**config.mk**
```make
export PLATFORM = sky130hd
export DESIGN_NAME = battery_gauge_pixel_raster_unit
export DESIGN_NICKNAME = d
export VERILOG_FILES = /design/src/rtl/bgpr_pkg.sv /design/src/rtl/bgpr_regs.sv /design/src/rtl/bgpr_raster.sv /design/src/rtl/battery_gauge_pixel_raster_unit.sv
export SDC_FILE = /design/constraint.sdc
export NUM_CORES = 1
export LEC_CHECK = 0
export ABC_AREA = 1
export CAP_MARGIN = 15
export CORE_ASPECT_RATIO = 1.2
export CORE_MARGIN = 2
export CORE_UTILIZATION = 55
export CTS_CLUSTER_SIZE = 14
export DETAILED_ROUTE_END_ITERATION = 10
export DONT_BUFFER_PORTS = 1
export PLACE_DENSITY_LB_ADDON = 0.05
export SYNTH_ARGS = -nofsm -noshare
export SYNTH_HDL_FRONTEND = slang
export SYNTH_SLANG_ARGS = --single-unit
```
**constraint.sdc**
```tcl
create_clock -name clk -period 7.55 [get_ports clk]
set_input_delay 1.51 -clock clk [delete_from_list [all_inputs] [get_ports clk]]
set_output_delay 1.51 -clock clk [all_outputs]
set_load 0.05 [all_outputs]
```
**src/rtl/bgpr_pkg.sv**
```systemverilog
package bgpr_pkg;

  localparam int COORD_W = 9;
  localparam int ROW_W   = 6;
  localparam int BYTE_W  = 8;
  localparam int PCT_W   = 7;
  localparam int H5_W    = 7;
  // Signed working width for box-relative coordinates and bounds.
  localparam int SW      = COORD_W + 2;

  localparam int DISPLAY_WIDTH_DEF  = 296;
  localparam int DISPLAY_HEIGHT_DEF = 128;

  localparam int CFG_ADDR_W = 5;
  localparam int CFG_DATA_W = 32;
  localparam int REG_IDX_W  = 3;

  localparam logic [REG_IDX_W-1:0] REG_BOX_LEFT       = 3'd0;
  localparam logic [REG_IDX_W-1:0] REG_BOX_TOP        = 3'd1;
  localparam logic [REG_IDX_W-1:0] REG_BOX_WIDTH      = 3'd2;
  localparam logic [REG_IDX_W-1:0] REG_BOX_HEIGHT     = 3'd3;
  localparam logic [REG_IDX_W-1:0] REG_CAP_LEFT       = 3'd4;
  localparam logic [REG_IDX_W-1:0] REG_CHARGE_PERCENT = 3'd5;
  localparam logic [REG_IDX_W-1:0] REG_SHOWN          = 3'd6;

  localparam logic [COORD_W-1:0] BOX_LEFT_RST   = 9'd275;
  localparam logic [COORD_W-1:0] BOX_TOP_RST    = 9'd1;
  localparam logic [COORD_W-1:0] BOX_WIDTH_RST  = 9'd20;
  localparam logic [COORD_W-1:0] BOX_HEIGHT_RST = 9'd10;
  localparam logic [PCT_W-1:0]   PCT_RST        = 7'd50;

  localparam logic [PCT_W-1:0]   PCT_MAX     = 7'd100;
  localparam logic [COORD_W-1:0] FILL_MARGIN = 9'd5;

  // floor(v/100) = (v*83887) >> 23 for every v below 91180.
  localparam int                 PROD_W       = COORD_W + PCT_W;
  localparam logic [16:0]        DIV100_MUL   = 17'd83887;
  localparam int                 DIV100_SHIFT = 23;
  // floor(v/5) = (v*205) >> 10 for every v below 1024.
  localparam logic [7:0]         DIV5_MUL     = 8'd205;
  localparam int                 DIV5_SHIFT   = 10;

  typedef struct packed {
    logic [COORD_W-1:0] left;
    logic [COORD_W-1:0] top;
    logic [COORD_W-1:0] width;
    logic [COORD_W-1:0] height;
    logic               cap_left;
    logic               shown;
    logic [H5_W-1:0]    h5;
    logic [COORD_W-1:0] fill;
  } gauge_cfg_t;

endpackage

```
**src/rtl/bgpr_regs.sv**
```systemverilog
module bgpr_regs (
  input  logic                             clk,
  input  logic                             rst_n,
  input  logic                             psel,
  input  logic                             penable,
  input  logic                             pwrite,
  input  logic [bgpr_pkg::CFG_ADDR_W-1:0]  paddr,
  input  logic [bgpr_pkg::CFG_DATA_W-1:0]  pwdata,
  output logic [bgpr_pkg::CFG_DATA_W-1:0]  prdata,
  output logic                             pready,
  output bgpr_pkg::gauge_cfg_t             cfg
);
  import bgpr_pkg::*;

  logic [COORD_W-1:0]   left_r, top_r, width_r, height_r;
  logic                 cap_left_r, shown_r;
  logic [PCT_W-1:0]     pct_r, pct_nxt;
  logic [REG_IDX_W-1:0] idx;
  logic                 wr_en;
  logic [COORD_W-1:0]   span;
  logic [PROD_W-1:0]    prod_r;
  logic [PROD_W+16:0]   fill_full;
  logic [COORD_W-1:0]   fill_r;
  logic [COORD_W+7:0]   h5_full;
  logic [H5_W-1:0]      h5_r;

  assign pready = 1'b1;
  assign idx    = paddr[CFG_ADDR_W-1:2];
  assign wr_en  = psel && penable && pwrite && pready;

  assign pct_nxt = (pwdata[PCT_W-1:0] > PCT_MAX) ? PCT_MAX : pwdata[PCT_W-1:0];

  always_ff @(posedge clk) begin
    if (!rst_n) begin
      left_r     <= BOX_LEFT_RST;
      top_r      <= BOX_TOP_RST;
      width_r    <= BOX_WIDTH_RST;
      height_r   <= BOX_HEIGHT_RST;
      cap_left_r <= 1'b1;
      pct_r      <= PCT_RST;
      shown_r    <= 1'b1;
    end else if (wr_en) begin
      case (idx)
        REG_BOX_LEFT:       left_r     <= pwdata[COORD_W-1:0];
        REG_BOX_TOP:        top_r      <= pwdata[COORD_W-1:0];
        REG_BOX_WIDTH:      width_r    <= pwdata[COORD_W-1:0];
        REG_BOX_HEIGHT:     height_r   <= pwdata[COORD_W-1:0];
        REG_CAP_LEFT:       cap_left_r <= pwdata[0];
        REG_CHARGE_PERCENT: pct_r      <= pct_nxt;
        REG_SHOWN:          shown_r    <= pwdata[0];
        default: ;
      endcase
    end
  end

  // Fill length and cap inset follow the registers with a short lag,
  // which runs out before an item started after a write reaches them.
  assign span      = (width_r >= FILL_MARGIN) ? (width_r - FILL_MARGIN) : '0;
  assign fill_full = (PROD_W+17)'(prod_r) * (PROD_W+17)'(DIV100_MUL);
  assign h5_full   = (COORD_W+8)'(height_r) * (COORD_W+8)'(DIV5_MUL);

  always_ff @(posedge clk) begin
    prod_r <= PROD_W'(pct_r) * PROD_W'(span);
    fill_r <= fill_full[DIV100_SHIFT +: COORD_W];
    h5_r   <= h5_full[DIV5_SHIFT +: H5_W];
  end

  always_comb begin
    prdata = '0;
    case (idx)
      REG_BOX_LEFT:       prdata = CFG_DATA_W'(left_r);
      REG_BOX_TOP:        prdata = CFG_DATA_W'(top_r);
      REG_BOX_WIDTH:      prdata = CFG_DATA_W'(width_r);
      REG_BOX_HEIGHT:     prdata = CFG_DATA_W'(height_r);
      REG_CAP_LEFT:       prdata = CFG_DATA_W'(cap_left_r);
      REG_CHARGE_PERCENT: prdata = CFG_DATA_W'(pct_r);
      REG_SHOWN:          prdata = CFG_DATA_W'(shown_r);
      default:            prdata = '0;
    endcase
  end

  always_comb begin
    cfg.left     = left_r;
    cfg.top      = top_r;
    cfg.width    = width_r;
    cfg.height   = height_r;
    cfg.cap_left = cap_left_r;
    cfg.shown    = shown_r;
    cfg.h5       = h5_r;
    cfg.fill     = fill_r;
  end

endmodule

```
**src/rtl/bgpr_raster.sv**
```systemverilog
module bgpr_raster #(
  parameter int DISPLAY_WIDTH  = bgpr_pkg::DISPLAY_WIDTH_DEF,
  parameter int DISPLAY_HEIGHT = bgpr_pkg::DISPLAY_HEIGHT_DEF
) (
  input  logic                          clk,
  input  logic                          rst_n,
  input  bgpr_pkg::gauge_cfg_t          cfg,
  input  logic                          item_valid,
  input  logic [bgpr_pkg::COORD_W-1:0]  column,
  input  logic [bgpr_pkg::ROW_W-1:0]    byte_row,
  output logic                          pix_valid,
  output logic [bgpr_pkg::BYTE_W-1:0]   pix_byte
);
  import bgpr_pkg::*;

  localparam logic signed [SW-1:0] DW_S = SW'(DISPLAY_WIDTH);
  localparam logic signed [SW-1:0] DH_S = SW'(DISPLAY_HEIGHT);

  // Stage 1: captured item.
  logic               v1_r;
  logic [COORD_W-1:0] x1_r;
  logic [ROW_W-1:0]   row1_r;

  // Stage 2: column decoded against the box.
  logic                 v2_r;
  logic                 col_in_r, col_in_nxt;
  logic signed [SW-1:0] bx_r, bx_nxt;
  logic [ROW_W-1:0]     row2_r;

  logic                 v3_r;
  logic [BYTE_W-1:0]    byte_r, byte_nxt;

  logic signed [SW-1:0] x_s, l_s, t_s, w_s, h_s, h5_s, fill_s;

  assign l_s    = SW'(cfg.left);
  assign t_s    = SW'(cfg.top);
  assign w_s    = SW'(cfg.width);
  assign h_s    = SW'(cfg.height);
  assign h5_s   = SW'(cfg.h5);
  assign fill_s = SW'(cfg.fill);
  assign x_s    = SW'(x1_r);

  always_ff @(posedge clk) begin
    if (!rst_n) begin
      v1_r <= 1'b0;
      v2_r <= 1'b0;
      v3_r <= 1'b0;
    end else begin
      v1_r <= item_valid;
      v2_r <= v1_r;
      v3_r <= v2_r;
    end
  end

  always_ff @(posedge clk) begin
    if (item_valid) begin
      x1_r   <= column;
      row1_r <= byte_row;
    end
    col_in_r <= col_in_nxt;
    bx_r     <= bx_nxt;
    row2_r   <= row1_r;
    byte_r   <= byte_nxt;
  end

  assign col_in_nxt = cfg.shown && (x_s < DW_S) && (x_s >= l_s) && (x_s < l_s + w_s);
  assign bx_nxt     = x_s - l_s;

  function automatic logic pixel_on(input logic signed [SW-1:0] bx,
                                    input logic signed [SW-1:0] by);
    logic cap_rows;
    logic on;
    cap_rows = (by >= h5_s) && (by < h_s - h5_s);
    if (cfg.cap_left) begin
      on = (bx == 0 && cap_rows)
        || (by == 0 && bx > 0)
        || (bx == 1 && by > 0)
        || (by == h_s - 1 && bx > 0)
        || (bx == w_s - 1 && by > 0)
        || (bx >= w_s - fill_s - 2 && bx < w_s - 2 && by > 1 && by < h_s - 2);
    end else begin
      on = (bx == w_s - 1 && cap_rows)
        || (bx == w_s - 2 && by > 0)
        || (bx == 0 && by > 0)
        || (by == 0 && bx < w_s - 1)
        || (by == h_s - 1 && bx < w_s - 1)
        || (bx > 1 && bx <= fill_s + 1 && by > 1 && by < h_s - 2);
    end
    return on;
  endfunction

  // Eight rows of the group are judged side by side; the top row lands in bit 7.
  always_comb begin
    logic signed [SW-1:0] y_s;
    byte_nxt = '0;
    for (int k = 0; k < BYTE_W; k++) begin
      y_s = SW'({row2_r, 3'b000}) + SW'(k);
      byte_nxt[BYTE_W-1-k] = col_in_r && (y_s < DH_S) && (y_s >= t_s)
                             && (y_s < t_s + h_s) && pixel_on(bx_r, y_s - t_s);
    end
  end

  assign pix_valid = v3_r;
  assign pix_byte  = byte_r;

endmodule

```
**src/rtl/battery_gauge_pixel_raster_unit.sv**
```systemverilog
// Battery-gauge raster unit.
// Input: pulse start with in_column and in_byte_row; the item is taken at
// any rising edge where start is high and busy is low. busy is always low,
// so one item can be taken every cycle.
// Output: out_strobe is high for one cycle with out_pixel_byte, eight
// vertically adjacent pixels of that column, top row in bit 7.
// Pipeline: the item passes the input register, the column decode register
// and the result register in turn before it is shown. Throughput is
// one item per cycle; results leave in the order the items came in.
// The receiver cannot stall; each result is valid for its single cycle only.
// Configuration: APB-style port, register i at byte address 4*i, pready
// always high. Writes are meant for idle periods; items started after the
// write completes see the new setting.
// Reset (rst_n low, synchronous) loads the default gauge geometry and empties
// the pipeline; no strobe follows until new items arrive.
module battery_gauge_pixel_raster_unit #(
  parameter int DISPLAY_WIDTH  = bgpr_pkg::DISPLAY_WIDTH_DEF,
  parameter int DISPLAY_HEIGHT = bgpr_pkg::DISPLAY_HEIGHT_DEF
) (
  input  logic                             clk,
  input  logic                             rst_n,
  input  logic                             start,
  output logic                             busy,
  input  logic [bgpr_pkg::COORD_W-1:0]     in_column,
  input  logic [bgpr_pkg::ROW_W-1:0]       in_byte_row,
  output logic                             out_strobe,
  output logic [bgpr_pkg::BYTE_W-1:0]      out_pixel_byte,
  input  logic                             psel,
  input  logic                             penable,
  input  logic                             pwrite,
  input  logic [bgpr_pkg::CFG_ADDR_W-1:0]  paddr,
  input  logic [bgpr_pkg::CFG_DATA_W-1:0]  pwdata,
  output logic [bgpr_pkg::CFG_DATA_W-1:0]  prdata,
  output logic                             pready
);
  import bgpr_pkg::*;

  gauge_cfg_t cfg;
  logic       accept;

  assign busy   = 1'b0;
  assign accept = start && !busy;

  bgpr_regs u_regs (
    .clk     (clk),
    .rst_n   (rst_n),
    .psel    (psel),
    .penable (penable),
    .pwrite  (pwrite),
    .paddr   (paddr),
    .pwdata  (pwdata),
    .prdata  (prdata),
    .pready  (pready),
    .cfg     (cfg)
  );

  bgpr_raster #(
    .DISPLAY_WIDTH  (DISPLAY_WIDTH),
    .DISPLAY_HEIGHT (DISPLAY_HEIGHT)
  ) u_raster (
    .clk        (clk),
    .rst_n      (rst_n),
    .cfg        (cfg),
    .item_valid (accept),
    .column     (in_column),
    .byte_row   (in_byte_row),
    .pix_valid  (out_strobe),
    .pix_byte   (out_pixel_byte)
  );

endmodule

```
==> flow_metrics.tcl <==
set metrics [dict create \
    run_status "finished, final reports clean" \
    cts_resized 0 \
    rsz0062_at_grt "false" \
    vias 25200 \
    syn_inst 3600 \
    clock-sinks 120 \
    synth-seq-cells 120 \
    io_buffers 0 \
    crit_path_max_incr_delay_ps 610 \
    fin_area_um2 27200 \
    synth_fa_ha_area_share_pct 39.7 \
    p_per_area_nw_per_um2 516 \
    synth.most_common_cell "nand2_1" \
    synth-compound-area-share_pct 11.5 \
    synth_area_leaders "ha_1 (28%), fa_1 (12%), nand2_1 (11%)" \
    placementRows 86 \
    hold_violations 0 \
    critical_path_class "reg2reg" \
    fin_ws_ps 1410 \
    routabilityCongestion 1.12 \
    initial_core_util_pct 55.9 \
    wl_met2_um 45300 \
    area_growth_pct 5.27 \
    firstDrtPassIters 8 \
    ys_seq_area_share_pct 9.89 \
    synth_xor_area_share_pct 4.51 \
    place_area_um2 26600 \
    route.detailed.drc 0 \
    irDropWorstVdd_v 0.00119 \
    yosys.area_share.simple_pct 24.4 \
    synth_commonest_cells "nand2_1 (783), ha_1 (578), inv_1 (565)" \
    critPathRequiredTime_ps 7950 \
    preCtsSetupSlack_ps 1510 \
    netlist_area_um2 25800 \
    path_cells "inv_1, ha_1, a21oi_1, inv_1, nor2_1, nand3_1, nand2_1, inv_1, nand2_1, fa_1, fa_1, fa_1, inv_1, fa_1, ha_1, inv_1, o21ai_0, nand2_1, nand2_1, nand2_1, nand2_1, a21oi_1, o21ai_0, xor2_1" \
    async_flop_share_pct 0 \
    insertion_delay_ps 490 \
    nNetsFinal 4403 \
    drt_iter0_markers 1737 \
    holdWs_ps 350 \
    crit_family "adder cells" \
    die_x_um 202 \
    grt_pass1_wl_um 147000 \
    first_global_vias 25100 \
    hold_buffers 0 \
    synth.distinct_cells 61 \
    worstMarginPinSlew_ps 1290 \
    worst_clock_skew_ps 26.3 \
    avgSynthCellArea_um2 7.17 \
    slew_headroom_pct 13.3 \
    post_cts_buffers 0 \
    synth_top_family_by_area "adder cells" \
    drive_gt1_share_pct 4.24 \
    max_clock_freq_mhz 163 \
    grt_overflow 0 \
    startpoint_type "flip-flop" \
    p_leak_nw 14.3 \
    wl_met3_um 6930 \
    grtUsageTotal_pct 40.6 \
    n_fill_cell 4339 \
    critPathSlowestCell "dfxtp_1" \
    min-delay-path-class "reg2reg" \
    grt_max_degree 41 \
    met1_length_um 34900 \
    coreArea_um2 46200 \
    yosysTopAreaCell "ha_1" \
    yosysWarnings 0 \
    timing.final.crit_share_pct 81.3 \
    cp_max_fo 9 \
    slew_viol_final 0 \
    yosysTopAreaCellShare_pct 28.0 \
    dp_hpwl_um 80000 \
    clk_pin_slew_ps 70 \
    period_minus_slack_ps 6140 \
    cts_root_buf "clkbuf_16" \
    htree_levels 4 \
    cts-buffers-inserted 17 \
    end_kind "flip-flop" \
    drtAntennaViolNets 0 \
    vias_per_cell 5.92 \
    synth_flop_cell "dfxtp_1" \
    muxShareOfSynthArea_pct 0 \
    wire_per_inst_um 23.0 \
    ios 101 \
    dieArea_um2 48700 \
    totalWireLength_um 97600 \
    maxCapViolations 0 \
    antenna_found_initial 7 \
    fin_tns_setup_ps 0 \
    clk_path_buf_depth 2 \
    highest_layer "met4" \
    fp.dieH_um 241 \
    synth_edf_count 15 \
    worst-path-buf-inv 5 \
    cts_tree "done" \
    finalSetupViolCount 0 \
    power_w 0.0140 \
    crit_top_cell "nand2_1" \
    arrival_ps 6540 \
]
[worst paths after layout]
check	cells past startpoint	slack (ps)	startpoint	to
setup / recovery	24	1410	u_regs.width_r[1]	u_regs.prod_r[13]
hold / removal	0	350	u_raster.row1_r[3]	u_raster.row2_r[3]
setup reg to reg	24	1410	u_regs.width_r[1]	u_regs.prod_r[13]
hold reg to reg	0	350	u_raster.row1_r[3]	u_raster.row2_r[3]
[cells in the final DEF, fill, tap and decap left out, types with 6 or more instances in the layout]
master and n:
conb_1 25, nand2_1 783, o21bai_1 10, clkinv_1 12, edfxtp_1 15, ha_1 578
o21a_1 13, nor3_1 43, nor2_4 7, clkbuf_16 17, nor2_2 13, o21ai_2 6
xnor2_1 26, buf_4 25, fa_1 151, a211oi_1 20, nand4_1 61, nor4_1 9
nand3_2 6, inv_2 16, inv_1 565, o21ai_0 124, or2_2 6, nand2_2 18
diode_2 6, nand3b_1 13, a21oi_1 251, o211ai_1 17, o21ai_1 12, dfxtp_1 105
nand3_1 225, a21o_1 10, xor2_1 97, nor2_1 262, o22ai_1 11, o221ai_1 6
[cell type report]
cell class | instances | area [um^2] | area share [%]
diodes | 6 | 15.0 | 0.0552
clock buffers | 17 | 425 | 1.57
clock inverters | 15 | 158 | 0.580
inverters | 593 | 2230 | 8.19
multi-input cells | 2857 | 20800 | 76.6
flip-flops and latches | 120 | 2550 | 9.39
well taps | 616 | 771 | 2.84
repair buffers | 27 | 210 | 0.773
[state kept, by name, summed over array words and instances (netlist names), 9 cells and up]
register,flops
u_regs.fill_r,9
u_regs.width_r,9
u_regs.top_r,9
u_regs.height_r,9
u_raster.bx_r,10
u_regs.prod_r,16
u_raster.x1_r,9
u_regs.left_r,9
[per-stage QoR]
stage / utilization [%] / std cells
detailed placement: 57.6 / 4213
floorplan: - / 3623
CTS: 58.8 / 4245
global placement: 57.5 / 4211
global route: 58.8 / 4247
finish: 58.9 / 4251
[logic make-up after synthesis]
family / Yosys count
and+or+nand+nor: 1458
adders and majority gates: 729
buffers and inverters: 646
AOI/OAI and AO/OA: 515
xor gates and xnor gates: 130
DFF: 120
other: 2
[power breakdown]
part           switching, W  internal [W]  total, W
Clock              0.000379      0.000466  0.000844
Sequential         0.000140      0.000731  0.000872
Combinational       0.00752       0.00480    0.0123
Total               0.00804       0.00600    0.0140
[layer usage]
metal | track usage [%] | up-vias
met3 | 8.33 | 423
li1 | - | 11900
met1 | 43.5 | 11700
met2 | 67.5 | 1163
met5 | 0 | -
met4 | 38.1 | 0
Note: power is estimated with default switching activity, not from simulation.
